[src/hdl/wfm_pkg.sv]
// ----------------------------------------------------------------------------
// wfm_pkg
// Shared types and constants of the windowed FFT magnitude block.
// ----------------------------------------------------------------------------
package wfm_pkg;

  // Q1.15 value with room for +1.0
  typedef logic signed [16:0] q15_t;

  // Shared divider operand widths
  localparam int NUM_W = 48;
  localparam int DEN_W = 32;

  // Quarter-wave sine polynomial coefficients, Q30
  localparam logic [30:0] SC1 = 31'd1686629713;
  localparam logic [30:0] SC3 = 31'd693598668;
  localparam logic [30:0] SC5 = 31'd85569306;
  localparam logic [30:0] SC7 = 31'd5026995;
  localparam logic [30:0] SC9 = 31'd172272;

  // Unity in Q1.15
  localparam logic [16:0] ONE_Q15 = 17'd32768;

endpackage

[src/hdl/wfm_sin.sv]
// ----------------------------------------------------------------------------
// wfm_sin
// Sine of a 16-bit phase in Q1.15 by a Horner polynomial on one multiplier.
// ----------------------------------------------------------------------------
module wfm_sin (
  input  logic          clk,
  input  logic          rst,
  input  logic          start,
  input  logic [15:0]   phase,
  output logic          done,
  output wfm_pkg::q15_t value
);
  import wfm_pkg::*;

  logic [2:0]  step;
  logic [16:0] x;
  logic        neg;
  logic [17:0] z;
  logic [30:0] t;
  logic [30:0] ma;
  logic [17:0] mb;
  logic [48:0] prod;
  logic [32:0] prod_sh;
  logic [30:0] coef;
  logic [16:0] xb;
  logic [33:0] rr;
  logic [33:0] rq;
  logic [16:0] rcap;

  // Share one multiplier across the polynomial steps
  always_comb begin
    xb      = {1'b0, phase[13:0], 2'b00};
    ma      = (step == 3'd1) ? 31'(x) : t;
    mb      = (step == 3'd1 || step == 3'd6) ? 18'(x) : z;
    prod    = 49'(ma * mb);
    prod_sh = 33'(prod >> 16);
    case (step)
      3'd2:    coef = SC7;
      3'd3:    coef = SC5;
      3'd4:    coef = SC3;
      default: coef = SC1;
    endcase
    rr   = 34'(prod_sh) + 34'd16384;
    rq   = rr >> 15;
    rcap = (rq > 34'(ONE_Q15)) ? ONE_Q15 : rq[16:0];
  end

  // Advance through square, four Horner steps and final scale
  always_ff @(posedge clk) begin
    if (rst) begin
      step <= '0;
      done <= 1'b0;
    end else begin
      done <= 1'b0;
      if (start) begin
        x    <= phase[14] ? (17'd65536 - xb) : xb;
        neg  <= phase[15];
        t    <= SC9;
        step <= 3'd1;
      end else if (step == 3'd1) begin
        z    <= 18'(prod_sh);
        step <= 3'd2;
      end else if (step >= 3'd2 && step <= 3'd5) begin
        t    <= coef - 31'(prod_sh);
        step <= step + 3'd1;
      end else if (step == 3'd6) begin
        value <= neg ? (17'sd0 - signed'(rcap)) : signed'(rcap);
        done  <= 1'b1;
        step  <= '0;
      end
    end
  end

endmodule

[config.mk]
export PLATFORM = sky130hd
export DESIGN_NAME = wfm_sin
export DESIGN_NICKNAME = d
export VERILOG_FILES = /design/src/hdl/wfm_pkg.sv /design/src/hdl/wfm_sin.sv
export SDC_FILE = /design/constraint.sdc
export NUM_CORES = 2
export LEC_CHECK = 0
export BUFFER_PORTS_ARGS = -buffer_cell sky130_fd_sc_hd__buf_4
export CAP_MARGIN = 40
export CORE_MARGIN = 2
export CORE_UTILIZATION = 30
export DETAILED_ROUTE_END_ITERATION = 7
export MAX_ROUTING_LAYER = met4
export SLEW_MARGIN = 20
export SYNTH_ARGS = -nofsm -noshare
export SYNTH_HDL_FRONTEND = slang
export SYNTH_SLANG_ARGS = --single-unit
export TNS_END_PERCENT = 20
[constraint.sdc]
create_clock -name clk -period 29.9 [get_ports clk]
set_clock_uncertainty 0.1 [all_clocks]
set_input_delay 1.495 -clock clk [delete_from_list [all_inputs] [get_ports clk]]
set_output_delay 1.495 -clock clk [all_outputs]
set_load 0.02 [all_outputs]
After elaboration in Yosys (flattened, before gate mapping). Index checks and enable logic that the tools add are counted.

Register bits: 88. Output and inout bits: 18. Word-level logic and storage cells: 55.

Add/sub/neg operators: 5. Multipliers: 1. $lt $le $gt $ge: 3. Equal/unequal tests: 6. Muxes and demuxes: 13. Bitwise operators: 4. Reduce and logical (&&, ||, !) cells: 13.

Operators by type and width (count): two-way mux 31 bit (3); one-hot mux 31 bit (3 select lines) (1); multiplier 31 x 18 -> 49 bit (1); adder 33 x 15 -> 34 bit, second input constant (1); two-way mux 17 bit (2); subtractor 31 bit (1); > comparator 19 x 16 -> 1 bit, second input constant (1); two-way mux 18 bit (1); subtractor 1 x 17 -> 17 bit, first input constant (1); subtractor 17 x 16 -> 17 bit, first input constant (1); two-way mux 16 bit (1); == test 3 x 2 -> 1 bit, second input constant (2); == test 3 bit, second input constant (2); two-way mux 3 bit (2); AND reduction 3 bit (2); AND reduction 5 bit (1); NOT 1 bit (4); nonzero test 2 bit (2); nonzero test 4 bit (1); OR reduction 4 bit (1); adder 3 x 1 -> 3 bit, second input constant (1); == test 3 x 1 -> 1 bit, second input constant (1); >= comparator 3 x 2 -> 1 bit, second input constant (1); <= comparator 3 bit, second input constant (1); 9 further kinds (10).

Longest topological paths before layout.
Depth in word-level cells: 9. Gate-level depth with buffers: 48. Gate-level depth less buffers: 42.

Worst setup path before layout. OpenSTA, ideal clock, no wires.

Path kind: reg2reg. Start: register step[1]. End: register value[12] (data pin). Library setup time: 0.267 ns. Data arrival time: 10.762 ns. Data required time: 29.533 ns. Setup slack: 18.771 ns. Cell stages (with the launch flop): 45. Path through: dfxtp_1 > inv_1 > ha_1 > nor2b_1 > clkbuf_1 > a21oi_1 > clkbuf_1 > mux2_2 > clkbuf_1 > nand2_1 > fa_1 > inv_1 > fa_1 > inv_1 > fa_1 > inv_1 > fa_1 > fa_1 > (+9 left out) > ha_1 > o21ai_1 > or4_4 > or4_1 > buf_2 > nor3_1 > nor4_4 > nand4_1 > nand2_1 > nand2_1 > ha_1 > inv_1 > a311oi_1 > o211ai_1 > a2111oi_1 > a21oi_1 > o21ai_0 > a22oi_2.

Longest elaborated chain between the ends: 9.

Ends and longest elaborated chain: from (decl) (RTL line wfm_sin.sv:15) `logic [2:0] step;`; from (signal assigned) (RTL line wfm_sin.sv:65) `step <= step + 3'd1;`; == test 3 x 1 -> 1 bit or == test 3 bit (tied branches) (RTL line wfm_sin.sv:33, wfm_sin.sv:34); logical OR 1 bit (RTL line wfm_sin.sv:34) `mb = (step == 3'd1 || step == 3'd6) ? 18'(x) : z;`; two-way mux 18 bit (RTL line wfm_sin.sv:34); multiplier 31 x 18 -> 49 bit * (RTL line wfm_sin.sv:35) `prod = 49'(ma * mb);`; net prod[30] (RTL line wfm_sin.sv:22) `logic [48:0] prod;`; adder 33 x 15 -> 34 bit * (RTL line wfm_sin.sv:43) `rr = 34'(prod_sh) + 34'd16384;`; > comparator 19 x 16 -> 1 bit (RTL line wfm_sin.sv:45) `rcap = (rq > 34'(ONE_Q15)) ? ONE_Q15 : rq[16:0];`; two-way mux 17 bit * (RTL line wfm_sin.sv:45); subtractor 1 x 17 -> 17 bit (RTL line wfm_sin.sv:67) `value <= neg ? (17'sd0 - signed'(rcap)) : signed'(rcap);`; two-way mux 17 bit * (RTL line wfm_sin.sv:67); to (signal assigned) (RTL line wfm_sin.sv:67); to (decl) (RTL line wfm_sin.sv:11) `output wfm_pkg::q15_t value`.

The timed path passes the listed nets; every way through them passes the cells marked *. A chain may end at the register's enable or synchronous reset.

Final worst setup path.
Start: register step[0]. End: register value[12] (data pin).

The elaborated chain is that of the path after synthesis.

==> run_results.csv <==
group,metric,value,unit
setup_path,required,29.89,ns
die,fp.dieW,284,um
yosys,yosysUniqueCellTypes,87,
global_route,grt_pass1_vias,19400,
cells_and_area,final_net_count,3350,
run_status,outcome,"finished clean",
clock_tree,clock_latency,0.36,ns
global_route,grt_use_met2,0.294,
setup_path,endpoint_kind,"flip-flop",
global_route,overflow,0,
route,via_per_inst,5.05,
route,antenna_left,0,
setup_path,r2r_cells,39,
yosys,synth.area.top_cells,"fa_1 39%, edfxtp_1 10%, inv_1 8.3%, ha_1 8.2%, nand2_1 7.9%",
route,vias,19000,
clock_tree,cts_setup_buffers,0,
cells_and_area,antennaDiodeCount,0,
min_path,hold_path_end,"step[1]$_SDFFE_PP0P_",
min_path,min-delay-path-class,"reg -> reg",
job,maxCapViolCount,0,
timing,max_freq,0.0787,GHz
die,die_y,284,um
global_route,use_met3,0.0278,
cells_and_area,utilization,0.328,
die,rows,102,
yosys,synth_edf_count,82,
yosys,ys_ff_latch,86,
place,gp_congestion,0.984,
clock_tree,cts-resized-gates,0,
global_route,grt_start_max_net_pins,50,
yosys,netlist_instances,2718,
route,wl_per_cell,20.1,um
place,place_inst,3740,
route,drt_pre_antenna_iters,6,
yosys,synth.cell_area,23500,um2
die,core-area,77600,um2
yosys,avgSynthCellArea,8.66,um2
clock_tree,cts_buffers,9,
setup_path,timing.rr.start,"step[0]$_SDFFE_PP0P_",
global_route,grtUsageTotal,0.196,
place,hpwlAfterDp,61300,um
global_route,grtUsageMet1,0.272,
cells_and_area,final_cells,3759,
setup_path,rr_endpoint,"value[12]$_DFFE_PP_",
die,num_io_pins,37,
clock_tree,clock-root-buffer,"clkbuf_16",
global_route,antenna_found_initial,0,
timing,slew_viol_final,0,
route,drc,0,
yosys,syn_nets,3354,
setup_path,r2r_slack,17.20,ns
min_path,whs_path_depth,2,
setup_path,max_stage_delay,0.83,ns
clock_tree,h-tree-depth,3,
setup_path,crit_fanout,43,
global_route,grt_busiest_layer,"met2",
min_path,hp-start,"step[1]$_SDFFE_PP0P_",
timing,finalSetupTns,0,ns
timing,max-slew-margin-rel,0.382,
route,postRouteWirelength,75700,um
timing,worst_slew_pin_slew,0.902,ns
setup_path,arrival,12.69,ns
global_route,grt_first_pass_wirelength,118000,um
timing,rsz0062_at_grt,"false",
timing,hold_viol_final,0,
route,drtIter0Drc,1749,
clock_tree,cts_sinks,86,
clock_tree,holdBufCountCts,0,
yosys,yosysWarnings,0,
setup_path,critical_path_class,"reg -> reg",
place,numPortBuffers,36,
setup_path,critPathSlowestCell,"mux2_2",
setup_path,crit_top_cell,"fa_1",
clock_tree,cts.clk_slew.worst_paths,0.07,ns
yosys,async_reset_ff_frac,0,
die,start_util,0.303,
cells_and_area,area_growth,8.23,%
timing,post-route-min-period,12.70,ns
timing,finalSetupViolCount,0,
die,dieArea,80800,um2
clock_tree,clock_path_buffers,2,
yosys,synth_seq_area_share,0.108,
yosys,synth_ff_type,"edfxtp_1",
timing,timing.final.crit_share,0.425,
cells_and_area,final.fill_count,8260,
yosys,synth_top_area_frac,0.394,
setup_path,critPathLaunchType,"flip-flop",
yosys,yosys.area.top_type,"fa_1",
cells_and_area,layout-drive-gt1-share,0.0611,
clock_tree,cts_tree,"done",
-- metrics by stage --
step,setup WS [ns],cell area (um2),hold slack [ns]
after floorplan,18.77,23500,0.401
after global placement,17.57,25000,0.438
after detailed placement,17.47,25100,0.439
after CTS,17.38,25500,0.452
after global routing,16.52,25500,0.484
final,17.20,25500,0.449
-- worst max-delay path: cells and delay by family (launching register included) --
kind	cells	cell delay (ns)
buffers and inverters	6	0.91
DFF	1	0.41
and+or+nand+nor	11	2.83
AOI/OAI and AO/OA	11	3.01
adders and majority gates	10	4.32
muxes	1	0.83
-- per-layer routing --
| layer | wire, um | part of all wire |
|---|---|---|
| met3 | 6410 | 0.085 |
| met4 | 2800 | 0.037 |
| met5 | 0 | 0 |
| met1 | 33000 | 0.44 |
| met2 | 33500 | 0.44 |
-- synthesized netlist by cell type (6+ instances only) --
cell type	number
a211o_1	6
a211oi_1	7
a21o_1	32
a21oi_1	83
a31o_2	7
and2_1	17
and3_1	24
and4_1	7
buf_1	17
clkbuf_1	79
edfxtp_1	82
fa_1	463
ha_1	154
inv_1	518
mux2_2	16
mux2i_1	32
nand2_1	498
nand2b_1	17
nand3_1	24
nand4_1	19
nor2_1	247
nor2b_1	27
nor3_1	33
nor4_1	11
o211ai_1	14
o21a_1	14
o21ai_0	44
o21ai_1	6
o21bai_1	9
o31ai_1	13
or2_2	9
or3_1	18
or4_1	6
xnor2_1	48
xor2_1	26
-- cells in the final DEF, fill, tap and decap left out, types with 6 or more instances in the layout --
master,n
or2_2,9
and3_1,24
xor2_1,26
nor3_1,31
o21ai_1,6
nor4_1,11
o31ai_1,13
fa_1,463
clkbuf_16,9
edfxtp_1,82
nand4_1,19
nor2_1,246
mux2_2,16
and4_1,7
nand3_1,24
a211oi_1,7
nand2b_1,17
ha_1,154
o21ai_0,44
or4_1,6
a21o_1,32
inv_1,518
buf_4,79
o211ai_1,14
mux2i_1,28
a31o_2,7
nand2_1,498
a21oi_1,82
nor2b_1,26
a211o_1,6
and2_1,17
xnor2_1,48
or3_1,18
o21a_1,14
o21bai_1,9
-- worst max-delay path by stage --
stage                                to                  from  slack (ns)  cells after the start
floorplan           value[12]$_DFFE_PP_  step[1]$_SDFFE_PP0P_       18.77                     44
global placement    value[12]$_DFFE_PP_  step[1]$_SDFFE_PP0P_       17.57                     41
detailed placement  value[12]$_DFFE_PP_  step[1]$_SDFFE_PP0P_       17.47                     40
CTS                 value[12]$_DFFE_PP_  step[1]$_SDFFE_PP0P_       17.38                     40
global route        value[14]$_DFFE_PP_  step[0]$_SDFFE_PP0P_       16.52                     39
finish              value[12]$_DFFE_PP_  step[0]$_SDFFE_PP0P_       17.20                     39
-- registers in the layout, indices dropped and copies added, names as in the netlist --
register  flops
t            31
z            18
value        17
x            15
step          3
done          1
neg           1
-- final cells by class --
class	instances	area (um2)	area share
Clock buffer	10	229	0.00898
Clock inverter	6	96.3	0.00378
Inverter	520	1950	0.0767
Multi-Input combinational cell	2009	18700	0.733
Sequential cell	86	2540	0.0998
Tap cell	1040	1300	0.0511
Timing Repair Buffer	88	671	0.0263
-- cell families after synthesis --
family                   share of synthesized area
buffers and inverters                        0.101
AND/OR/NAND/NOR                              0.181
flip-flops                                   0.108
adder cells (fa/ha/maj)                      0.475
XOR/XNOR                                    0.0287
multiplexers                                0.0213
AO/OA/AOI/OAI                               0.0851
Power is not shown: default switching activity piles up to over one toggle a cycle in this logic, so the estimate is an artifact.
