--- src/hdl/wfm_pkg.sv ---
// ----------------------------------------------------------------------------
// wfm_pkg
// Shared types and constants of the windowed FFT magnitude block.
// ----------------------------------------------------------------------------
package wfm_pkg;

  // Q1.15 value with room for +1.0
  typedef logic signed [16:0] q15_t;

  // Shared divider operand widths
  localparam int NUM_W = 48;
  localparam int DEN_W = 32;

  // Quarter-wave sine polynomial coefficients, Q30
  localparam logic [30:0] SC1 = 31'd1686629713;
  localparam logic [30:0] SC3 = 31'd693598668;
  localparam logic [30:0] SC5 = 31'd85569306;
  localparam logic [30:0] SC7 = 31'd5026995;
  localparam logic [30:0] SC9 = 31'd172272;

  // Unity in Q1.15
  localparam logic [16:0] ONE_Q15 = 17'd32768;

endpackage

--- src/hdl/wfm_div.sv ---
// ----------------------------------------------------------------------------
// wfm_div
// Unsigned restoring divider, one quotient bit per cycle.
// ----------------------------------------------------------------------------
module wfm_div (
  input  logic                      clk,
  input  logic                      rst,
  input  logic                      start,
  input  logic [wfm_pkg::NUM_W-1:0] num,
  input  logic [wfm_pkg::DEN_W-1:0] den,
  output logic                      done,
  output logic [wfm_pkg::NUM_W-1:0] quot,
  output logic [wfm_pkg::DEN_W-1:0] rem
);
  import wfm_pkg::*;

  logic [NUM_W-1:0] nreg;
  logic [DEN_W-1:0] rreg;
  logic [DEN_W-1:0] dreg;
  logic [5:0]       cnt;
  logic [DEN_W:0]   trial;
  logic             qbit;

  // Shift in the next numerator bit and try a subtract
  always_comb begin
    trial = {rreg, nreg[NUM_W-1]};
    qbit  = (trial >= {1'b0, dreg});
  end

  // Iterate one bit per cycle
  always_ff @(posedge clk) begin
    if (rst) begin
      cnt  <= '0;
      done <= 1'b0;
    end else begin
      done <= 1'b0;
      if (start) begin
        nreg <= num;
        rreg <= '0;
        dreg <= den;
        cnt  <= 6'(NUM_W);
      end else if (cnt != '0) begin
        nreg <= {nreg[NUM_W-2:0], qbit};
        rreg <= qbit ? DEN_W'(trial - {1'b0, dreg}) : DEN_W'(trial);
        cnt  <= cnt - 6'd1;
        if (cnt == 6'd1) begin
          done <= 1'b1;
        end
      end
    end
  end

  assign quot = nreg;
  assign rem  = rreg;

endmodule

--- config.mk ---
export PLATFORM = sky130hd
export DESIGN_NAME = wfm_div
export DESIGN_NICKNAME = d
export VERILOG_FILES = /design/src/hdl/wfm_pkg.sv /design/src/hdl/wfm_div.sv
export SDC_FILE = /design/constraint.sdc
export NUM_CORES = 1
export LEC_CHECK = 0
export BUFFER_PORTS_ARGS = -buffer_cell sky130_fd_sc_hd__buf_2
export CELL_PAD_IN_SITES_DETAIL_PLACEMENT = 0
export CELL_PAD_IN_SITES_GLOBAL_PLACEMENT = 1
export CORE_MARGIN = 2
export CORE_UTILIZATION = 35
export DETAILED_ROUTE_END_ITERATION = 8
export PLACE_DENSITY_LB_ADDON = 0.1
export SYNTH_ARGS = -nofsm -noshare
export SYNTH_HDL_FRONTEND = slang
export SYNTH_SLANG_ARGS = --single-unit
--- constraint.sdc ---
create_clock -name clk -period 9.2 [get_ports clk]
set_input_delay 1.38 -clock clk [delete_from_list [all_inputs] [get_ports clk]]
set_output_delay 1.38 -clock clk [all_outputs]
set_load 0.02 [all_outputs]
# Word-level counts from Yosys, hierarchy flattened
# Cells that the tools add are included.
[classes] add_sub_neg=2 order_cmp=1 n_eq_ne=1 mux=7 bitwise=2 n_reduce_logical=6
[ops] cell="$mux 48" n=2
[ops] cell="$mux 32" n=2
[ops] cell="$ge 33x32->1" n=1
[ops] cell="$sub 32x32->32" n=1
[ops] cell="$mux 6" n=2
[ops] cell="$eq 6x1->1 const B" n=1
[ops] cell="$reduce_bool 6->1" n=1
[ops] cell="$sub 6x1->6 const B" n=1
[ops] cell="$reduce_and 2->1" n=2
[ops] cell="$reduce_or 3->1" n=1
[ops] cell="$not 1->1" n=2
[ops] cell="$reduce_bool 2->1" n=1
[ops] cell="$reduce_or 2->1" n=1
[ops] cell="$mux 1" n=1
[word_totals] register_bits=119 input_bits=83

# Depth between registers and ports, before layout
# Gate-level depths: netlist (run 1).
[logic_depth] depth_word=3 ltp_mapped=13 ltp_nobuf=11

# Worst setup path after synthesis (run 1)
# OpenSTA, ideal clock, no wires.
[synth_timing] path_type="input port to flip-flop" from="in start" to="reg nreg[0] (netlist: quot[0]) (enable)" setup_ns=0.566 arrival_time_ns=6.147 t_required_ns=8.634 path_slack_ns=2.488 stages=3 path_buffers=1 cell_sequence="clkbuf_1 clkinv_1 a31oi_1"
[synth_via] elab_chain_cells=2
[synth_rtl] item="from (decl)" line_no="wfm_div.sv:8" source="input logic start,"
[synth_rtl] item="$reduce_bool 2->1 (no line)"
[synth_rtl] item="$reduce_and 2->1 (no line)"
[synth_rtl] item="to (signal assigned)" line_no="wfm_div.sv:38" source="nreg <= num;"
[synth_rtl] item="to (signal assigned)" line_no="wfm_div.sv:43" source="nreg <= {nreg[NUM_W-2:0], qbit};"
[synth_rtl] item="to (decl)" line_no="wfm_div.sv:17" source="logic [NUM_W-1:0] nreg;"
# No other way between the ends.
# A chain may end at the register's enable or synchronous reset.

# Final worst setup path (run 1)
[layout_timing] from="in start" to="reg rreg[23] (netlist: rem[23]) (enable)"
[layout_via] elab_chain_cells=2
[layout_rtl] item="$reduce_bool 2->1 (no line)"
[layout_rtl] item="$reduce_and 2->1 (no line)"
[layout_rtl] item="to (signal assigned)" line_no="wfm_div.sv:44" source="rreg <= qbit ? DEN_W'(trial - {1'b0, dreg}) : DEN_W'(trial);"
[layout_rtl] item="to (decl)" line_no="wfm_div.sv:18" source="logic [DEN_W-1:0] rreg;"
# No other way between the ends.

==> results.md, run 1 <==
- Status: finished clean
- DRC viols: 0
- Crit Path Class: in2reg
- Cells after Synth: 571
- Final GP Congestion: between 0.7 and 0.8
- Initial Utilization: 0.3542
- Met2 Wirelength: 7.634 mm
- Setup crit end kind: flop
- Post-CTS setup buffer count: 0
- Final nets: 853
- Initial antenna violation count: 0
- I/O pins: 164
- Router iterations before antenna repair: 4
- Synth Area per Inst: around 11 µm²
- Worst Path Max Fanout: 50
- Final setup fails: 0
- Later-pin clock latency in the skew report: 0.42 ns
- Reg clk slew, reported paths: ~0.060 ns
- Final WL: around 17 mm
- Post-Syn Area: about 0.0066 mm²
- Clock skew: around 0.015 ns
- Per-cell routed wire length: approximately 17 µm
- Yosys cell types: 57
- Worst Path Arrival: 4.24 ns
- Mux cell area share after synthesis: 0.08527
- Max cap viols: 0
- Filler Cells Inserted: between 1,500 and 2,000
- Post-cts sizing count: 0
- Min-Delay Path Class: reg2reg
- Hold Fails Final Rpt: 0
- Ant diodes: 0
- H-tree depth: 4
- FP Rows: 50
- Vias/cell: 5.140
- Post-Synth Adder-Cell Area: 0.06791
- Pwr Density: 255.8 mW/mm²
- Register bit total from synthesis: between 100 and 150
- P&R area growth vs syn: 25.10%
- Max-slew violations: 0
- Clock Tree Root: clkbuf_16
- Die area: just under 0.02 mm²
- Synth Area in Compound Gates: 0.1347
- Largest family of logic cells by synthesized area: compound AO/OA/AOI/OAI gates
- Final Cell Area: roughly 0.008 mm²
- Detailed Route Iter0 Violations: 230
- Simple-Gate Fraction of Synth Area: 0.1106
- Vias in the first global route: about 5,200
- Crit share post-route: 0.4554
- M1 WL: 7.482 mm
- Peak supply drop: 0.1199 mV
- Met3 routed WL: 1.441 mm
- Fmax: 238.7 MHz
- Worst hold margin: 0.5081 ns
- Max Buffers Root-to-Sink: 2
- RSZ-0062 raised after global routing: no
- CTS tree: done
- Fin cells: just under 1,000
- Syn_nets: 689
- Die X: around 140 µm
- Area after DPL: about 0.0076 mm²
- Fraction of registers with async set/reset: 0
- Most used flip-flop cell after synthesis: edfxtp_1
- Worst EP required: 9.25 ns
- Tmin final: 4.189 ns
- Vias: 5,042
- Share of layout cells above drive strength 1: 0.3347
- EDFF count, synth: 112
- First-pass GRT wire length: roughly 27 mm
- P_leak: roughly 0.0035 µW
- CTS buffer count: 17
- XOR/XNOR Fraction of Synth Area: 0.03071
- Ys Warns: 0
- Grt total ovfl: 0
- Clock sink total: between 100 and 150
- Port bufs: about 160
- Type of origin of the critical path: input pin
- Die Y: between 100 and 150 µm
- Seq/Total Area, Yosys: 0.5341
- Most common cell after layout, fill and taps aside: buf_2
- Setup_tns: 0 ns
- Antenna Violating Nets Remaining: 0
- Placed cells: 950
- Hold_buf cts: 0
- Core area: ~0.019 mm²
- GRT Overall Usage: 0.1773
- Most frequent cells in the layout: buf_2, edfxtp_1, nand2_1
- Slew HR: 0.2296
- Largest net degree at the start of global routing: 51
- Post-DP HPWL: 11.99 mm
- Max Used Layer: met4
- Pin slew with the least headroom to its limit: 1.156 ns
[synthesized netlist by cell type (11+ instances only)]
| cell type | number | area, µm² |
|---|---|---|
| clkbuf_1 | 16 | 60.06 |
| ha_1 | 34 | 425.4 |
| inv_1 | 38 | 142.6 |
| mux2_2 | 47 | 529.3 |
| xnor2_1 | 14 | 122.6 |
| nor3_1 | 11 | 55.05 |
| a21oi_1 | 49 | 245.2 |
| o21ai_0 | 25 | 125.1 |
| a21o_1 | 17 | 127.6 |
| nand2_1 | 53 | 198.9 |
| edfxtp_1 | 112 | 3363 |
| nor2_1 | 25 | 93.84 |
[cell type report]
| type | count | area [µm²] | share of cell area |
|---|---|---|---|
| inverters | 39 | 146.4 | 0.01784 |
| repair buffers | 167 | 845.8 | 0.1031 |
| clock inverters | 13 | 147.6 | 0.01799 |
| flip-flops and latches | 119 | 3503 | 0.4270 |
| multi-input cells | 391 | 2840 | 0.3461 |
| clock buffers | 18 | 429.2 | 0.05230 |
| well taps | 234 | 292.8 | 0.03568 |
[metal layers]
metal,vias to the layer above,track usage
met2,178,0.2773
met4,0,0.06947
met1,2380,0.2232
li1,2464,-
met3,20,0.06692
met5,-,0
[sequential cells by signal, indices dropped and copies added, names as in the netlist]
register  flops
done          1
rem          32
quot         48
cnt           6
dreg         32
[logic make-up after synthesis]
kind of cell,count (synthesis)
AOI/OAI and AO/OA,138
xor gates and xnor gates,23
and+or+nand+nor,145
DFF,119
adders and majority gates,35
buffers and inverters,61
muxes,50
[worst max-delay path: stages]
cell and delay [ns]:
buf_2 0.53, clkinv_1 0.51, a31oi_4 1.04, buf_4 0.70
[where the power goes]
part | leakage [µW] | switching (µW) | internal [µW] | total [µW]
Combinational | 0.00206 | 431 | 270 | 700
Clock | 0.000281 | 259 | 400 | 660
Sequential | 0.00114 | 46.5 | 693 | 739
Total | 0.00348 | 736 | 1360 | 2100
[through the flow]
stage / setup slack [ns] / total power, µW / utilization
2_1_floorplan: 2.488 / 1254 / -
3_3_place_gp: 4.583 / 1451 / 0.4120
3_5_place_dp: 4.451 / 1451 / 0.4120
4_1_cts: 4.859 / 2125 / 0.4431
5_1_grt: 4.694 / 2231 / 0.4431
6_report: 5.011 / 2099 / 0.4431
[path summary, 6_finish.rpt]
kind / end / slack [ns] / cells past startpoint / from
setup reg to reg: rem[19]$_SDFFCE_PP0P_ / 5.20 / 8 / rem[29]$_SDFFCE_PP0P_
hold / removal: cnt[4]$_SDFFE_PP0N_ / 0.51 / 2 / cnt[4]$_SDFFE_PP0N_
hold reg to reg: cnt[4]$_SDFFE_PP0N_ / 0.51 / 2 / cnt[4]$_SDFFE_PP0N_
setup / recovery: rem[23]$_SDFFCE_PP0P_ / 5.01 / 4 / start
Note: power is estimated with default switching activity, not from simulation.
==> inputs of run 2 (changes only) <==
Clock period 9.2 ns to 3.7 ns, I/O delays scaled along.
==> run 2 against run 1 <==
- first-iteration DRC count down 6.5%
- sequential share of layout area fell by 0.16 points
- worst setup slack worse by 4.7 ns
==> results.md, run 2 (same netlist as run 1, synthesis figures left out) <==
- Status: finished clean
- Grt total ovfl: 0
- H-tree depth: 4
- DRC viols: 0
- Largest net degree at the start of global routing: 50
- Die X: around 140 µm
- RSZ-0062 raised after global routing: no
- CTS buffer count: 17
- Filler Cells Inserted: 1,810
- Clock skew: 0.009593 ns
- Hold_buf cts: 0
- Crit Path Class: reg2reg
- Initial Utilization: 0.3542
- Vias in the first global route: 5,158
- Fin cells: about 990
- Clock sink total: 119
- Multi-input gate area: about 0.0028 mm²
- Final core occ: 0.4447
- Clock Tree Root: clkbuf_16
- Router iterations before antenna repair: 4
- Area after DPL: ~0.0077 mm²
- Fmax: 294.3 MHz
- Die Y: ~140 µm
- Max-slew violations: 0
- Final WL: approximately 17 mm
- Setup crit end kind: flop
- Post-DP HPWL: roughly 12 mm
- Number of flip-flops in the largest register: 48
- Worst Path Max Fanout: 12
- Max Buffers Root-to-Sink: 2
- CTS tree: done
- Reg clk slew, reported paths: ~0.06 ns
- P_leak: approximately 0.0035 µW
- Most frequent cells in the layout: buf_2, edfxtp_1, nand2_1
- Slew HR: 0.2900
- Setup_tns: 0 ns
- Final setup fails: 0
- Hold Fails Final Rpt: 0
- Per-cell routed wire length: approximately 17 µm
- I/O pins: around 160
- Initial antenna violation count: 1
- Min-Delay Path Class: in2reg
- Antenna Violating Nets Remaining: 0
- Pwr Density: 630.7 mW/mm²
- Share of layout cells above drive strength 1: 0.3400
- Type of origin of the critical path: flop
- Max cap viols: 0
- Vias: around 5,000
- Worst EP required: 3.91 ns
- Tmin final: roughly 3.4 ns
- Vias/cell: around 5.1
- GRT Overall Usage: 0.1756
- Detailed Route Iter0 Violations: roughly 220
- Port bufs: 163
- Core area: between 0.015 and 0.02 mm²
- Die area: between 0.015 and 0.02 mm²
- First-pass GRT wire length: 27.18 mm
- Final GP Congestion: a little over 0.8
- Most common cell after layout, fill and taps aside: buf_2
- Placed cells: 955
- Reg area: between 0.003 and 0.004 mm²
- Later-pin clock latency in the skew report: about 0.42 ns
- Final nets: about 860
- Post-CTS setup buffer count: 0
- Final Cell Area: 0.008235 mm²
- Crit share post-route: 0.9185
- P&R area growth vs syn: 25.56%
- Peak supply drop: 0.3061 mV
- Pin slew with the least headroom to its limit: between 1 and 1.5 ns
- Worst Path Arrival: 3.61 ns
- FP Rows: 50
- Post-cts sizing count: 0
-- run 2: cell types whose count changed in the layout (fill, tap and decap cells not counted), sizes merged --
| cell | before | now |
|---|---|---|
| buf | 167 | 172 |
| clkinvlp | 1 | 2 |
| diode | 0 | 1 |
| inv | 41 | 48 |
| bufinv | 2 | 0 |
| clkinv | 8 | 3 |
-- run 2: area by class of cell --
type,count,share of cell area
timing repair buffer,172,0.1088
clock inverter,14,0.01550
tap,234,0.03555
antenna,1,0.0003039
clock buffer,18,0.05211
multi-input combinational,391,0.3446
sequential,119,0.4254
inverter,39,0.01778
-- run 2: final timing paths --
| kind | cells after the start | slack, ns | start | endpoint |
|---|---|---|---|---|
| worst max-delay path | 9 | 0.30 | rem[13]$_SDFFCE_PP0P_ | rem[13]$_SDFFCE_PP0P_ |
| worst min-delay path | 1 | 0.31 | den[3] | dreg[3]$_DFFE_PP_ |
| worst max register to register | 9 | 0.30 | rem[13]$_SDFFCE_PP0P_ | rem[13]$_SDFFCE_PP0P_ |
| worst min register to register | 2 | 0.53 | cnt[4]$_SDFFE_PP0N_ | cnt[4]$_SDFFE_PP0N_ |
-- run 2: metal layers --
layer / global-route usage / vias to the layer above / wire length (µm) / share of wire
li1: - / 2473 / - / -
met4: 0.04263 / 0 / 114 / 0.0067
met2: 0.2937 / 148 / 8046 / 0.47
met3: 0.07235 / 5 / 1356 / 0.080
met5: 0 / - / 0 / 0
met1: 0.2118 / 2379 / 7462 / 0.44
-- run 2: report_power, final --
| part | switching [µW] | internal [µW] |
|---|---|---|
| Sequential | 116 | 1720 |
| Clock | 698 | 887 |
| Combinational | 1070 | 701 |
-- run 2: critical path, cell delays in order (launching register included) --
cell and delay, ns:
edfxtp_1 0.42, ha_1 0.47, nand4_2 0.19, or4_1 0.58, a32o_1 0.29, a31o_4 0.24, a21oi_2 0.38, buf_4 0.28
nor2_1 0.06, a211oi_1 0.29
-- run 2: through the flow --
stage / power (µW) / worst slack (ns) / hold WS [ns]
after floorplan: 3113 / 0.6121 / 0.4599
after global placement: 3625 / 0.3566 / 0.4866
after detailed placement: 3640 / 0.3082 / 0.5209
after global routing: 5524 / 0.1105 / 0.2885
final: 5194 / 0.3015 / 0.3116
after CTS: 5260 / 0.2875 / 0.2859
==> inputs of run 3 (changes only) <==
Settings changed: REMOVE_ABC_BUFFERS set to 1.
==> run 3 against run 2 <==
- global-route usage down 0.54 points
- critical path depth is the same
- cell count up 0.20%
- clock skew increased by 0.0039 ns
- sequential power is essentially flat
- critical path type unchanged
- critical endpoint is now rem[14]$_SDFFCE_PP0P_
- largest cell class unchanged
- largest power group unchanged
- highest routed layer is now met5
==> results.md, run 3 (same netlist as run 1, synthesis figures left out) <==
- Status: finished clean
- Final setup fails: 0
- Reg-to-reg endpoint: rem[14]$_SDFFCE_PP0P_
- Vias/cell: 5.076
- Initial Utilization: 0.3542
- I/O pins: 164
- Max-slew violations: 0
- Detailed Route Iter0 Violations: 254
- Post-DP HPWL: 12.09 mm
- P_leak: about 0.0035 µW
- Final WL: 16.61 mm
- Final GP Congestion: around 0.83
- Critical-path cell list: ha_1 -> nand4_2 -> or4_1 -> a32o_1 -> a31o_4 -> a21o_1 -> buf_4 -> or4_1 -> o311ai_1
- Largest net degree at the start of global routing: 45
- Most frequent cells in the layout: buf_2, edfxtp_1, nand2_1
- Grt total ovfl: 0
- Logic pwr share: 0.344
- First-pass GRT wire length: roughly 26 mm
- Tmin final: roughly 3.4 ns
- Most common cell after layout, fill and taps aside: buf_2
- Final nets: approximately 860
- Max cap viols: 0
- Type of origin of the critical path: flop
- DRC viols: 0
- WP buf/inv: 1
- Reg clk slew, reported paths: 0.06 ns
- Vias: about 5,000
- Most frequent CP cell: or4_1
- Later-pin clock latency in the skew report: 0.42 ns
- Clock share of power: 0.297
- Pwr Density: around 620 mW/mm²
- Cell-internal power: between 3000 and 4000 µW
- Hold_buf cts: 0
- Vias in the first global route: 5,192
- Register-to-register setup slack: 0.33 ns
- Min-Delay Path Class: in2reg
- Antenna Violating Nets Remaining: 0
- Worst hold margin: 0.3039 ns
- Crit share post-route: 0.9096
- Slew HR: 0.4840
- Die X: approximately 140 µm
- Crit Path Class: reg2reg
- Hold depth: 1
- P&R area growth vs syn: 25.62%
- CTS buffer count: 17
- Place WS: approximately 0.25 ns
- Post-CTS setup buffer count: 0
- Per-cell routed wire length: 16.78 µm
- Clock skew: roughly 0.014 ns
- H-tree depth: 4
- Die area: roughly 0.020 mm²
- Port bufs: ~160
- Worst Hold Launch: den[3]
- Hold Fails Final Rpt: 0
- Sw Ratio: 0.3554
- Worst Path Max Fanout: 10
- FF-to-FF Start: rem[13]$_SDFFCE_PP0P_
- NetSw: approximately 1800 µW
- CTS tree: done
- Setup ws final: roughly 0.33 ns
- RSZ-0062 raised after global routing: no
- Setup crit end kind: flop
- Number of flip-flops in the largest register: 48
- Register share of total power: 0.359
- GRT Overall Usage: 0.1701
- Final core occ: 0.4449
- Fmax: 297.1 MHz
- Max Buffers Root-to-Sink: 2
- FP Rows: 50
- CP top delay family: simple AND/OR/NAND/NOR gates
- Crit-path max cell delay: 0.59 ns
- Ant diodes: 0
- Pin slew with the least headroom to its limit: 0.7669 ns
- Clock sink total: around 120
- Share of layout cells above drive strength 1: 0.3426
- Peak supply drop: between 0.3 and 0.4 mV
- Router iterations before antenna repair: 6
- Placed cells: roughly 960
- Core area: 0.01852 mm²
- Worst EP required: 3.94 ns
- Fin cells: 990
- Final Power: between 5000 and 6000 µW
- FF-to-FF path depth: 9
- Die Y: approximately 140 µm
- Initial antenna violation count: 1
- Levels on crit path: 9
- WHS Endpoint: dreg[3]$_DFFE_PP_
- Worst Path Arrival: approximately 3.6 ns
- CP max stage cell: or4_1
- Clock Tree Root: clkbuf_16
-- run 3: cell count changes in the layout (fill, tap and decap cells not counted), sizes merged --
cell      previous run  this run
clkinv               3         7
clkinvlp             2         3
clkbuf              18        19
diode                1         0
inv                 48        42
buf                172       175
-- run 3: what timing repair did --
action	CTS	global route
hold endpoints to repair	0	0
gates resized for setup	0	1
setup endpoints to repair	0	4
-- run 3: per-layer routing --
metal	vias to the layer above	global-route usage	part of all wire
met3	20	0.07880	0.082
met4	2	0.04895	0.014
met5	-	0	0.00078
li1	2485	-	-
met2	139	0.2778	0.47
met1	2379	0.2022	0.43
-- run 3: layout make-up --
type | instances | area, µm²
Fill cell | 1784 | 10280
Multi-Input combinational cell | 391 | 2838
Sequential cell | 119 | 3503
Clock buffer | 19 | 442.9
Inverter | 39 | 146.4
Tap cell | 234 | 292.8
Timing Repair Buffer | 175 | 918.4
Clock inverter | 13 | 97.59
-- run 3: stage by stage --
| step | instance area, µm² | TNS (ns) |
|---|---|---|
| 5_1_grt | 8239 | 0 |
| 3_3_place_gp | 7694 | 0 |
| 6_report | 8239 | 0 |
| 3_5_place_dp | 7694 | 0 |
| 2_1_floorplan | 6465 | -159.30 |
| 4_1_cts | 8234 | 0 |
-- run 3: power groups by stage --
stage	combinational, µW	clock [µW]	sequential, µW
after global routing	1960	1620	1860
after CTS	1780	1560	1840
after floorplan	1050	0	2030
after detailed placement	1770	0	1870
final	1760	1520	1840
after global placement	1770	0	1860
-- run 3: how the worst max path moves through the flow --
stage,startpoint,endpoint,slack [ns]
5_1_grt,rem[13]$_SDFFCE_PP0P_,rem[14]$_SDFFCE_PP0P_,0.13
2_1_floorplan,start,quot[0]$_DFFE_PP_,-1.99
3_5_place_dp,rem[29]$_SDFFCE_PP0P_,rem[31]$_SDFFCE_PP0P_,0.25
4_1_cts,rem[29]$_SDFFCE_PP0P_,rem[29]$_SDFFCE_PP0P_,0.26
3_3_place_gp,rem[13]$_SDFFCE_PP0P_,rem[14]$_SDFFCE_PP0P_,0.43
6_report,rem[13]$_SDFFCE_PP0P_,rem[14]$_SDFFCE_PP0P_,0.33
-- run 3: worst reg2reg max path: stages (launching register included) --
cell and delay [ns]:
edfxtp_1 0.41, ha_1 0.47, nand4_2 0.19, or4_1 0.59, a32o_1 0.30, a31o_4 0.24, a21o_1 0.21, buf_4 0.19
or4_1 0.50, o311ai_1 0.08
