## config.mk

```make
export PLATFORM = sky130hd
export DESIGN_NAME = wfm_sqrt
export DESIGN_NICKNAME = d
export VERILOG_FILES = /design/src/hdl/wfm_sqrt.sv
export SDC_FILE = /design/constraint.sdc
export NUM_CORES = 1
export LEC_CHECK = 0
export ABC_AREA = 1
export BUFFER_PORTS_ARGS = -buffer_cell sky130_fd_sc_hd__buf_2
export CAP_MARGIN = 20
export CORE_ASPECT_RATIO = 1.1
export CORE_MARGIN = 10
export CORE_UTILIZATION = 31
export CTS_BUF_LIST = sky130_fd_sc_hd__clkbuf_8
export CTS_CLUSTER_SIZE = 20
export DETAILED_ROUTE_END_ITERATION = 7
export PLACE_DENSITY_LB_ADDON = 0.08
export SLEW_MARGIN = 30
export SYNTH_ARGS = -nofsm -noshare
export SYNTH_HDL_FRONTEND = slang
export SYNTH_SLANG_ARGS = --single-unit
```

## constraint.sdc

```tcl
create_clock -name clk -period 8.4 [get_ports clk]
set_input_delay 0.42 -clock clk [delete_from_list [all_inputs] [get_ports clk]]
set_output_delay 0.42 -clock clk [all_outputs]
set_load 0.01 [all_outputs]
```

## src/hdl/wfm_sqrt.sv

```systemverilog
// ----------------------------------------------------------------------------
// wfm_sqrt
// Integer square root of a 64-bit value, one result bit per cycle.
// ----------------------------------------------------------------------------
module wfm_sqrt (
  input  logic        clk,
  input  logic        rst,
  input  logic        start,
  input  logic [63:0] value,
  output logic        done,
  output logic [31:0] root
);

  logic [63:0] v;
  logic [63:0] res;
  logic [63:0] bt;
  logic [5:0]  cnt;
  logic [63:0] trial;

  assign trial = res + bt;

  // Digit-by-digit root, two radicand bits per step
  always_ff @(posedge clk) begin
    if (rst) begin
      cnt  <= '0;
      done <= 1'b0;
    end else begin
      done <= 1'b0;
      if (start) begin
        v   <= value;
        res <= '0;
        bt  <= 64'd1 << 62;
        cnt <= 6'd32;
      end else if (cnt != '0) begin
        if (v >= trial) begin
          v   <= v - trial;
          res <= (res >> 1) + bt;
        end else begin
          res <= res >> 1;
        end
        bt  <= bt >> 2;
        cnt <= cnt - 6'd1;
        if (cnt == 6'd1) begin
          done <= 1'b1;
        end
      end
    end
  end

  assign root = res[31:0];

endmodule

```

After elaboration in Yosys (flattened, before gate mapping)
Cells that the tools add are included.
{ "op_classes": {"add_sub_neg": 4, "reduce_logical": 7, "magnitude_cmp": 1, "muxes": 9, "eq_ne": 1, "bitwise": 2} }
{ "ops": {"columns": ["cell", "count"], "rows": [
  ["$mux W64", 5],
  ["$add A63 B63 Y64", 1],
  ["$add A64 B63 Y64", 1],
  ["$ge A64 B64 Y1", 1],
  ["$sub A64 B64 Y64", 1],
  ["$mux W63", 1],
  ["$mux W6", 2],
  ["$eq A6 B1 Y1 const B", 1],
  ["$reduce_bool A6 Y1", 1],
  ["$sub A6 B1 Y6 const B", 1],
  ["$reduce_bool A2 Y1", 2],
  ["$reduce_and A3 Y1", 1],
  ["$reduce_or A3 Y1", 1],
  ["$not A1 Y1", 2],
  ["$reduce_and A2 Y1", 1],
  ["$reduce_or A2 Y1", 1],
  ["$mux W1", 1]
]} }
{ "word_totals": {"regBits": 167, "out_inout_bits": 33} }

Depth between registers and ports, before layout
Gate-level depths: netlist of the first run.
{ "depth": {"depth_word": 5, "depth_mapped": 29, "depth_no_buf": 28} }

Worst setup path after synthesis of the first run
No wires, ideal clock.
{ "synth_path": {"kind": "input-to-reg", "start": "input port start", "end": "register v[0] (enable)", "setup_time_ps": 418, "t_arrival_ps": 6921, "slack_ps": 1061, "stages": 6, "required_time_ps": 7982, "n_path_buf": 2, "cell_sequence": "buf_2 > clkbuf_1 > nor2_1 > nor2_1 > o21ai_0 > inv_1"} }
{ "synth_between": {"elab_chain_len": 2} }
{ "synth_lines": {"columns": ["item", "line", "text"], "rows": [
  ["start, declared", "8", "input logic start,"],
  ["$reduce_bool A2 Y1 (no source line)", null, null],
  ["$reduce_and A3 Y1 (no source line) *", null, null],
  ["end signal, assigned", "30", "v <= value;"],
  ["end signal, assigned", "36", "v <= v - trial;"],
  ["end, declared", "14", "logic [63:0] v;"]
]} }
Every way passes the cells marked *; elsewhere a longest branch is shown, timed or not.
A chain may end at the register's enable or synchronous reset.

Worst setup path after layout of the first run
{ "layout_path": {"start": "register res[22]", "end": "register v[2] (enable)"} }
{ "layout_between": {"elab_chain_len": 4} }
{ "layout_lines": {"columns": ["item", "line", "text"], "rows": [
  ["start, declared", "15", "logic [63:0] res;"],
  ["start signal, assigned", "37", "res <= (res >> 1) + bt;"],
  ["start signal, assigned", "39", "res <= res >> 1;"],
  ["$add A64 B63 Y64", "20", "assign trial = res + bt;"],
  ["$ge A64 B64 Y1", "35", "if (v >= trial) begin"],
  ["$reduce_bool A2 Y1 (no source line)", null, null],
  ["$reduce_and A3 Y1 (no source line)", null, null]
]} }
Every way passes these cells.

==> impl_metrics.env, run 1 <==
export IMPL_outcome="complete, no violations"
export IMPL_dpl_cell_area_um2=21800
export IMPL_final_util=0.3355
export IMPL_dr_total_vias=21220
export IMPL_first_pass_iters=5
export IMPL_layout_min_cycle_time_ns=5.893
export IMPL_cts_sinks=167
export IMPL_power_density_nw_per_um2=472.7
export IMPL_r2r_start="res[22]$_SDFFCE_PP0P_"
export IMPL_skew_ns=0.02557
export IMPL_vias_per_cell=4.785
export IMPL_synth_area_per_cell_um2=5.870
export IMPL_synthCells=3509
export IMPL_cts_root_buf="clkbuf_8"
export IMPL_wl_um=84790
export IMPL_worstPathMaxFanout=42
export IMPL_synthTopCellsByArea="nand2_1 26%, edfxtp_1 23%, inv_1 10%, ha_1 8.1%, nor2_1 6.5%"
export IMPL_holdCritStartpoint="value[16]"
export IMPL_crit_top_cell="nand2_2"
export IMPL_leakagePower_nw=11.49
export IMPL_r2r_cells=20
export IMPL_synth_seq_area_share=0.2401
export IMPL_synth_compound_area_frac=0.08449
export IMPL_fp_dieW_um=265.8
export IMPL_cts_resized=0
export IMPL_hold_ws_ns=0.1036
export IMPL_reg2reg_to="v[2]$_DFFE_PP_"
export IMPL_async_reset_ff_frac=0
export IMPL_cpPeakStageDelay_ns=0.63
export IMPL_slew_violations=0
export IMPL_grt_util_all_layers=0.2179
export IMPL_ir_worst_vdd_v=0.0001447
export IMPL_grt_first_pass_wirelength_um=126900
export IMPL_cts_buffers=17
export IMPL_hold_path_endpoint="v[16]$_DFFE_PP_"
export IMPL_dp_slack_ns=2.547
export IMPL_slew_headroom=0.3850
export IMPL_worstSetupEndpointType="flop"
export IMPL_synthesis_nets=3710
export IMPL_fmax_mhz=169.7
export IMPL_drv_cap=0
export IMPL_wl_per_cell_um=19.12
export IMPL_core_um2=66150
export IMPL_cts_tree="yes"
export IMPL_worstPathArrival_ns=6.15
export IMPL_ys_flop_type="edfxtp_1"
export IMPL_cts_htree_levels=4
export IMPL_grt_pass1_vias=21300
export IMPL_synthAdderAreaFrac=0.08176
export IMPL_critical_path_class="reg -> reg"
export IMPL_grt_start_max_net_pins=63
export IMPL_drt_iter0_markers=1221
export IMPL_ant_nets=0
export IMPL_clk_path_buf_depth=2
export IMPL_place_hpwl_um=71540
export IMPL_fp_dieH_um=290.4
export IMPL_worst_hold_path_num_cells=3
export IMPL_numPortBuffers=99
export IMPL_rsz0062_at_grt="false"
export IMPL_synth_cell_types=46
export IMPL_area_delta_synth_final_pct=7.751
export IMPL_period_share=0.7015
export IMPL_grt_ovfl_total=0
export IMPL_synth_edff_count=160
export IMPL_hp_class="in -> reg"
export IMPL_clk_pin_slew_ns=0.12
export IMPL_synth_xor_area_frac=0.04422
export IMPL_fin_ws_ns=2.507
export IMPL_setup_violations=0
export IMPL_setup_tns_ns=0
export IMPL_synth_area_mux_share=0
export IMPL_hold_violations=0
export IMPL_antenna_found_initial=2
export IMPL_ys_ff_latch=167
export IMPL_drive_gt1_frac=0.05733
export IMPL_hold_buffers=0
export IMPL_cp_required_ns=8.66
export IMPL_yosysTopAreaCellShare=0.2555
export IMPL_synth_top_area_cell="nand2_1"
export IMPL_drcViolationCount=0
export IMPL_place_congestion=0.9191
export IMPL_synth_warnings=0
export IMPL_die_area_um2=77170
export IMPL_initial_core_util=0.3114
export IMPL_synthesis_area_um2=20600
export IMPL_max_slew_worst_pin_slew_ns=0.9203
export IMPL_fin_nets=3764
export IMPL_io_pins=100
export IMPL_rrSetupSlack_ns=2.51
export IMPL_std_cell_rows=99
export IMPL_worst_setup_path_start_kind="flop"
export IMPL_fin_area_um2=22200
export IMPL_crit_chain="ha_1, nand2_1, o21ai_0, nand2_1, o21ai_0, a21oi_1, o21ai_1, xnor2_1, ha_1, nand2_2, nor2_1, nand2_2, nor2_4, nand4_1, nand3_1, nand2_2, nand2_2, o21ai_0, inv_4, buf_4"
export IMPL_cpMaxStageDelayCell="edfxtp_1"
export IMPL_cts_setup_buffers=0
export IMPL_clkLatencyLatePin_ns=0.59
export IMPL_synth_top_family_by_area="simple AND/OR/NAND/NOR gates"
export IMPL_synth_simple_area_share=0.4231
metrics by stage:
stage,power [mW],cells
after floorplan,7.407,3509
after global placement,9.917,4402
after detailed placement,9.856,4402
after CTS,10.53,4434
after global routing,11.64,4435
final,10.49,4435
synthesized netlist by cell type (22+ instances only):
| library cell | instances |
|---|---|
| buf_4 | 32 |
| nor3_1 | 29 |
| xnor2_1 | 61 |
| xor2_1 | 43 |
| nor2_1 | 354 |
| nand2_1 | 1402 |
| a21oi_1 | 146 |
| nand4_1 | 22 |
| clkbuf_1 | 23 |
| nand3b_1 | 29 |
| edfxtp_1 | 160 |
| nand3_1 | 216 |
| inv_1 | 571 |
| ha_1 | 133 |
| nand2_2 | 35 |
| o21ai_0 | 133 |
layout by cell type (no fill, tap or decap), drive strengths merged, types with 18 or more instances in the layout:
master,count
nand2,1437
inv,580
nor2,362
nand3,216
edfxtp,160
a21oi,149
o21ai,137
ha,133
buf,108
xnor2,61
xor2,43
nor3,31
nand3b,29
nand4,22
o21bai,18
cells by family (layout without fill, tap and decap cells):
group,count (synthesis),count (layout)
AOI/OAI and AO/OA,323,323
xor gates and xnor gates,104,104
adders and majority gates,134,134
buffers and inverters,647,714
DFF,167,167
other,0,1
and+or+nand+nor,2134,2134
registers in the layout (all words and copies together), names as in the netlist:
signal  count
v          64
bt         32
res        64
cnt         6
done        1
worst max path at each step:
stage	startpoint	depth (start not counted)	slack, ns	to
2_1_floorplan	start	6	1.06	v[0]$_DFFE_PP_
3_3_place_gp	res[22]$_SDFFCE_PP0P_	20	2.23	v[14]$_DFFE_PP_
3_5_place_dp	res[22]$_SDFFCE_PP0P_	20	2.55	v[14]$_DFFE_PP_
4_1_cts	res[22]$_SDFFCE_PP0P_	20	2.52	v[2]$_DFFE_PP_
5_1_grt	res[22]$_SDFFCE_PP0P_	23	2.13	res[22]$_SDFFCE_PP0P_
6_report	res[22]$_SDFFCE_PP0P_	20	2.51	v[2]$_DFFE_PP_
per-layer routing:
metal,GRT usage,wire length [um],vias to the layer above
li1,-,-,11060
met1,0.2690,38190,9706
met2,0.3850,41560,345
met3,0.02166,2325,111
met4,0.07920,2692,2
met5,0,13,-
cell type report:
cell class	count	area, um^2
antenna	1	2.502
timing repair buffer	108	565.5
sequential	167	4945
fill	7677	43950
clock inverter	15	160.2
multi-input combinational	2695	13060
clock buffer	17	234.0
tap	858	1074
inverter	574	2157
critical path: cells and delay by family, from the launching register on:
family / cells / cell delay [ns]
flip-flops: 1 / 0.63
buffers and inverters: 2 / 0.96
AND/OR/NAND/NOR: 10 / 1.41
AO/OA/AOI/OAI: 5 / 1.44
adder cells (fa/ha/maj): 2 / 0.90
XOR/XNOR: 1 / 0.16
power breakdown:
group | leakage (nW) | switching, mW | internal [mW]
logic | 9.67 | 5.36 | 2.50
clock network | 0.193 | 0.412 | 0.221
registers | 1.63 | 0.545 | 1.46
total | 11.5 | 6.32 | 4.17
(Power assumes the default switching activity.)
==> inputs of run 2 (changes only) <==
--- a/config.mk
+++ b/config.mk
@@ -5,7 +5,7 @@
 export SDC_FILE = /design/constraint.sdc
 export NUM_CORES = 1
 export LEC_CHECK = 0
-export ABC_AREA = 1
+export ABC_AREA = 0
 export BUFFER_PORTS_ARGS = -buffer_cell sky130_fd_sc_hd__buf_2
 export CAP_MARGIN = 20
 export CORE_ASPECT_RATIO = 1.1
==> constraint.sdc (replaced) <==
create_clock -name clk -period 4.9 [get_ports clk]
set_input_delay 0.245 -clock clk [delete_from_list [all_inputs] [get_ports clk]]
set_output_delay 0.245 -clock clk [all_outputs]
set_load 0.01 [all_outputs]
==> run 2 against run 1 <==
Against the previous run: the run now ends with setup timing left; worst setup slack worse by 3.1 ns; largest cell class unchanged; clock-buffer cell count stayed put; critical path type unchanged; via count shrank 26%; highest routed layer is now met4; critical path depth increased by 1.
==> impl_metrics.env, run 2 <==
export IMPL_antenna_found_initial=0
export IMPL_fp_dieW_um=233.5
export IMPL_hp_class="in -> reg"
export IMPL_final_util=0.4532
export IMPL_grt_util_all_layers=0.1902
export IMPL_cts_buffers=17
export IMPL_std_cell_rows=86
export IMPL_critical_path_class="reg -> reg"
export IMPL_clk_pin_slew_ns=0.11
export IMPL_synth_warnings=0
export IMPL_synth_most_common_cell="nand2_1"
export IMPL_synthTopCellsByArea="edfxtp_1 31%, ha_1 11%, nand2_1 5.9%, xnor2_1 5.0%, xor2_1 4.7%"
export IMPL_grt_pass1_vias=15980
export IMPL_cts_tree="yes"
export IMPL_top_regs="res (64), v (64), bt (32)"
export IMPL_cts_sinks=167
export IMPL_fillCellCount=4998
export IMPL_ys_ff_latch=167
export IMPL_vias_per_cell=5.147
export IMPL_synthesis_nets=2052
export IMPL_rsz0062_at_grt="true"
export IMPL_fmax_mhz=182.9
export IMPL_setup_violations=158
export IMPL_skew_ns=0.01608
export IMPL_io_pins=100
export IMPL_final_common_cell="buf_4"
export IMPL_grt_start_max_net_pins=98
export IMPL_grt_ovfl_total=0
export IMPL_final_cell_mix="431 x buf_4, 233 x nand2_1, 160 x edfxtp_1"
export IMPL_synth_edff_count=160
export IMPL_yosysTopAreaCellShare=0.3091
export IMPL_drcViolationCount=0
export IMPL_max_slew_worst_pin_slew_ns=0.8047
export IMPL_core_um2=49820
export IMPL_synthesis_area_um2=15540
export IMPL_initial_core_util=0.3120
export IMPL_drt_iter0_markers=828
export IMPL_dr_total_vias=15790
export IMPL_synth_seq_area_share=0.3181
export IMPL_drive_gt1_frac=0.3390
export IMPL_wl_um=57500
export IMPL_wl_per_cell_um=18.75
export IMPL_violations="setup timing"
export IMPL_outcome="finished with violations"
export IMPL_synth_cell_types=74
export IMPL_worstSetupEndpointType="flop"
export IMPL_fin_nets=2595
export IMPL_first_pass_iters=6
export IMPL_synth_area_per_cell_um2=8.397
export IMPL_place_inst=2924
export IMPL_grt_first_pass_wirelength_um=87510
export IMPL_ys_top_cells_by_count="246 x nand2_1, 160 x edfxtp_1, 147 x nor2_1, 133 x a21oi_1, 133 x ha_1"
export IMPL_clkLatencyLatePin_ns=0.58
export IMPL_synthCells=1851
export IMPL_finalNonFillerCells=3067
export IMPL_synth_top_area_cell="edfxtp_1"
export IMPL_ant_nets=0
export IMPL_ys_flop_type="edfxtp_1"
export IMPL_multiInputGateArea_um2=11220
export IMPL_cts_htree_levels=4
export IMPL_layout_min_cycle_time_ns=5.467
export IMPL_area_delta_synth_final_pct=45.25
export IMPL_die_area_um2=59510
export IMPL_place_hpwl_um=44280
export IMPL_register_area_um2=4945
export IMPL_hold_violations=0
export IMPL_slew_headroom=0.4635
export IMPL_period_share=1.116
export IMPL_cp_required_ns=5.20
export IMPL_async_reset_ff_frac=0
export IMPL_worstPathMaxFanout=7
export IMPL_slew_violations=0
export IMPL_worstPathArrival_ns=5.77
export IMPL_drv_cap=0
export IMPL_worst_setup_path_start_kind="flop"
export IMPL_diodes=0
export IMPL_cts_root_buf="clkbuf_8"
export IMPL_fin_ws_ns=-0.5671
export IMPL_clk_path_buf_depth=2
export IMPL_fp_dieH_um=254.9
export IMPL_place_congestion=0.9071
export IMPL_numPortBuffers=99
[run 2: kinds of logic after synthesis]
family,synth area share
compound gates,0.2329
xor+xnor,0.09748
fa+ha+maj,0.1083
buf+inv,0.04612
flops,0.3181
mux,0.002093
simple gates,0.1950
[run 2: final timing paths]
kind                  startpoint                  end  slack [ns]  cells past startpoint
max reg2reg  bt[2]$_SDFFCE_PP0P_      v[53]$_DFFE_PP_       -0.57                     21
min reg2reg  cnt[1]$_SDFFE_PP0P_  cnt[1]$_SDFFE_PP0P_        0.55                      2
min                    value[30]      v[30]$_DFFE_PP_        0.06                      3
max          bt[2]$_SDFFCE_PP0P_      v[53]$_DFFE_PP_       -0.57                     21
[run 2: per-stage QoR]
step	instance area [um^2]	setup slack [ns]	hold WS (ns)	TNS, ns
detailed placement	19780	-0.8550	0.5024	-104.03
finish	22580	-0.5671	0.06301	-63.56
floorplan	15770	-2.165	0.3217	-153.24
global route	22580	-0.7514	0.005216	-98.55
global placement	19780	-0.7686	0.4865	-96.62
CTS	21790	-0.4866	0.001394	-53.35
[run 2: area by class of cell]
cell class | count | share of cell area
Clock inverter | 15 | 0.006650
Multi-Input combinational cell | 1531 | 0.4971
Tap cell | 660 | 0.03658
Sequential cell | 167 | 0.2190
Clock buffer | 17 | 0.01036
Inverter | 40 | 0.006650
Timing Repair Buffer | 637 | 0.2237
[run 2: per-layer routing]
metal / global-route usage / share of wire / vias to the layer above
li1: - / - / 7898
met1: 0.2086 / 0.41 / 7542
met2: 0.3544 / 0.52 / 263
met3: 0.03558 / 0.033 / 82
met4: 0.07431 / 0.036 / 0
met5: 0 / 0 / -
[run 2: worst max-delay path: stages (launching register included)]
cell and delay [ns]:
edfxtp_1 0.46, ha_4 0.29, a31oi_4 0.19, nor3_2 0.06, o211ai_1 0.29, a21oi_2 0.13, a21o_1 0.21, a311o_1 0.32
a211o_1 0.34, buf_4 0.16, xnor2_1 0.12, ha_1 0.33, nand4_1 0.30, or4b_4 0.60, o31a_1 0.29, o31ai_4 0.25
a211oi_4 0.06, buf_12 0.16, a21boi_4 0.19, buf_4 0.14, buf_8 0.14, clkbuf_16 0.16
[run 2: what timing repair did]
| action | in CTS | in global routing |
|---|---|---|
| hold endpoints to repair | 61 | 0 |
| hold buffers | 60 | 0 |
| pin swaps | 39 | 51 |
| endpoints found under the setup margin | 164 | 164 |
| buffers inserted | 32 | 20 |
| gates cloned | 3 | 5 |
| resized for setup | 132 | 119 |
Power of run 2 is not shown: default switching activity piles up to over one toggle a cycle in this logic, so the estimate is an artifact.
==> inputs of run 3 (changes only) <==
--- a/config.mk
+++ b/config.mk
@@ -10,7 +10,7 @@
 export CAP_MARGIN = 20
 export CORE_ASPECT_RATIO = 1.1
 export CORE_MARGIN = 10
-export CORE_UTILIZATION = 31
+export CORE_UTILIZATION = 58
 export CTS_BUF_LIST = sky130_fd_sc_hd__clkbuf_8
 export CTS_CLUSTER_SIZE = 20
 export DETAILED_ROUTE_END_ITERATION = 7
==> run 3 against run 2 <==
Against the previous run: the run still ends with setup timing left; first-iteration DRC count rose by 60%; maximum frequency is 0.20% higher; clock skew grew 0.0083 ns; critical path depth is 3 higher; non-clock buffer count shrank 143; highest routed layer unchanged; worst setup slack gained 0.011 ns; die area fell by 43%; sequential share of layout area up 2.1 points; hold slack worse by 0.049 ns.
==> impl_metrics.env, run 3 (synthesis results as in run 2) <==
export IMPL_cpPeakStageDelay_ns=0.45
export IMPL_setup_violations=154
export IMPL_outcome="finished with violations"
export IMPL_period_share=1.113
export IMPL_fp_dieW_um=176.1
export IMPL_slew_headroom=0.4859
export IMPL_hold_ws_ns=0.01443
export IMPL_fin_ws_ns=-0.5561
export IMPL_fp_dieH_um=191.7
export IMPL_slew_violations=0
export IMPL_io_pins=100
export IMPL_cp_required_ns=5.13
export IMPL_dr_total_vias=16080
export IMPL_final_cell_mix="366 x buf_4, 232 x nand2_1, 160 x edfxtp_1"
export IMPL_crit_top_cell="a21o_1"
export IMPL_cp_num_buf_inv=4
export IMPL_drive_gt1_frac=0.3074
export IMPL_rsz0062_at_grt="true"
export IMPL_layout_min_cycle_time_ns=5.456
export IMPL_worstPathArrival_ns=5.69
export IMPL_critical_path_class="reg -> reg"
export IMPL_diodes=0
export IMPL_skew_ns=0.02433
export IMPL_cts_root_buf="clkbuf_8"
export IMPL_numPortBuffers=99
export IMPL_critPathTopFamily="compound AO/OA/AOI/OAI gates"
export IMPL_cts_buffers=17
export IMPL_violations="setup timing"
export IMPL_first_pass_iters=6
export IMPL_cpMaxStageDelayCell="edfxtp_1"
export IMPL_core_um2=26300
export IMPL_final_util=0.7844
export IMPL_cts_htree_levels=4
export IMPL_dp_slack_ns=-0.6771
export IMPL_wl_um=52060
export IMPL_std_cell_rows=62
export IMPL_max_slew_worst_pin_slew_ns=0.7640
export IMPL_worstPathMaxFanout=7
export IMPL_ant_nets=0
export IMPL_fmax_mhz=183.3
export IMPL_initial_core_util=0.5911
export IMPL_drcViolationCount=0
export IMPL_crit_chain="ha_4, nand4_1, o21ai_1, o211ai_1, a21oi_2, a21o_1, buf_4, a311oi_2, buf_4, o21ai_1, buf_4, xnor2_2, ha_1, a21o_1, a21o_1, a21o_1, a211o_1, nor4b_2, a21oi_2, a211o_4, buf_12, o21ai_4, xor2_1, nor2_1"
export IMPL_place_hpwl_um=38620
export IMPL_die_area_um2=33750
export IMPL_vias_per_cell=6.148
export IMPL_fin_nets=2452
export IMPL_grt_ovfl_total=0
export IMPL_hold_violations=0
export IMPL_grt_start_max_net_pins=98
export IMPL_place_congestion=0.9978
export IMPL_clk_pin_slew_ns=0.11
export IMPL_worstSetupEndpointType="flop"
export IMPL_hp_class="in -> reg"
export IMPL_top_regs="res (64), v (64), bt (32)"
export IMPL_clkLatencyLatePin_ns=0.51
export IMPL_wl_per_cell_um=19.90
export IMPL_grt_util_all_layers=0.2934
export IMPL_grt_pass1_vias=15940
export IMPL_area_delta_synth_final_pct=32.71
export IMPL_cts_sinks=167
export IMPL_final_common_cell="buf_4"
export IMPL_drv_cap=0
export IMPL_antenna_found_initial=0
export IMPL_cts_tree="yes"
export IMPL_drt_iter0_markers=1328
export IMPL_worst_setup_path_start_kind="flop"
export IMPL_grt_first_pass_wirelength_um=79960
export IMPL_clk_path_buf_depth=2
==> run 3: changes by cell type in the layout (fill, tap and decap cells not counted), sizes merged <==
cell         before  now
clkbuf           21   22
buf             573  488
clkinv            9    2
inv              44   50
bufinv            2    3
dlygate4sd3      60    1
==> run 3: worst min-delay path: stages <==
cell and delay [ns]:
buf_2 0.08, nand2_1 0.04, o21ai_0 0.05
==> run 3: layer usage <==
metal  share of wire  wire, um  global-route usage
met1            0.38     19790              0.3201
met2            0.51     26640              0.5393
met3           0.049      2564             0.02927
met4           0.059      3066              0.1768
met5               0         0                   0
==> run 3: repair_timing <==
action	4_1_cts	5_1_grt
cloned	4	6
gates resized for setup	79	101
setup endpoints to repair	158	165
pin swaps	33	42
hold endpoints to repair	2	0
buffers inserted	15	12
hold buffers	1	0
==> run 3: worst paths after layout <==
check	from	end	slack, ns	depth (start not counted)
worst max register to register	res[8]$_SDFFCE_PP0P_	res[7]$_SDFFCE_PP0P_	-0.56	24
worst min register to register	cnt[1]$_SDFFE_PP0P_	cnt[1]$_SDFFE_PP0P_	0.54	2
worst max-delay path	res[8]$_SDFFCE_PP0P_	res[7]$_SDFFCE_PP0P_	-0.56	24
worst min-delay path	value[15]	v[15]$_DFFE_PP_	0.01	3
==> run 3: stage by stage <==
stage / setup TNS (ns) / instances / instance area (um^2)
detailed placement: -78.65 / 2547 / 18880
global placement: -59.44 / 2547 / 18880
CTS: -53.78 / 2598 / 19940
global route: -95.17 / 2616 / 20630
floorplan: -153.24 / 1851 / 15770
finish: -62.60 / 2616 / 20630
==> run 3: final cells by class <==
cell class                      instances  area (um^2)
Timing Repair Buffer                  494         3810
Tap cell                              352        440.4
Sequential cell                       167         4945
Fill cell                            1911         5669
Multi-Input combinational cell       1531        10860
Clock buffer                           17        234.0
Clock inverter                         15        192.7
Inverter                               40        150.1
Power of run 3 is left out for the same reason.
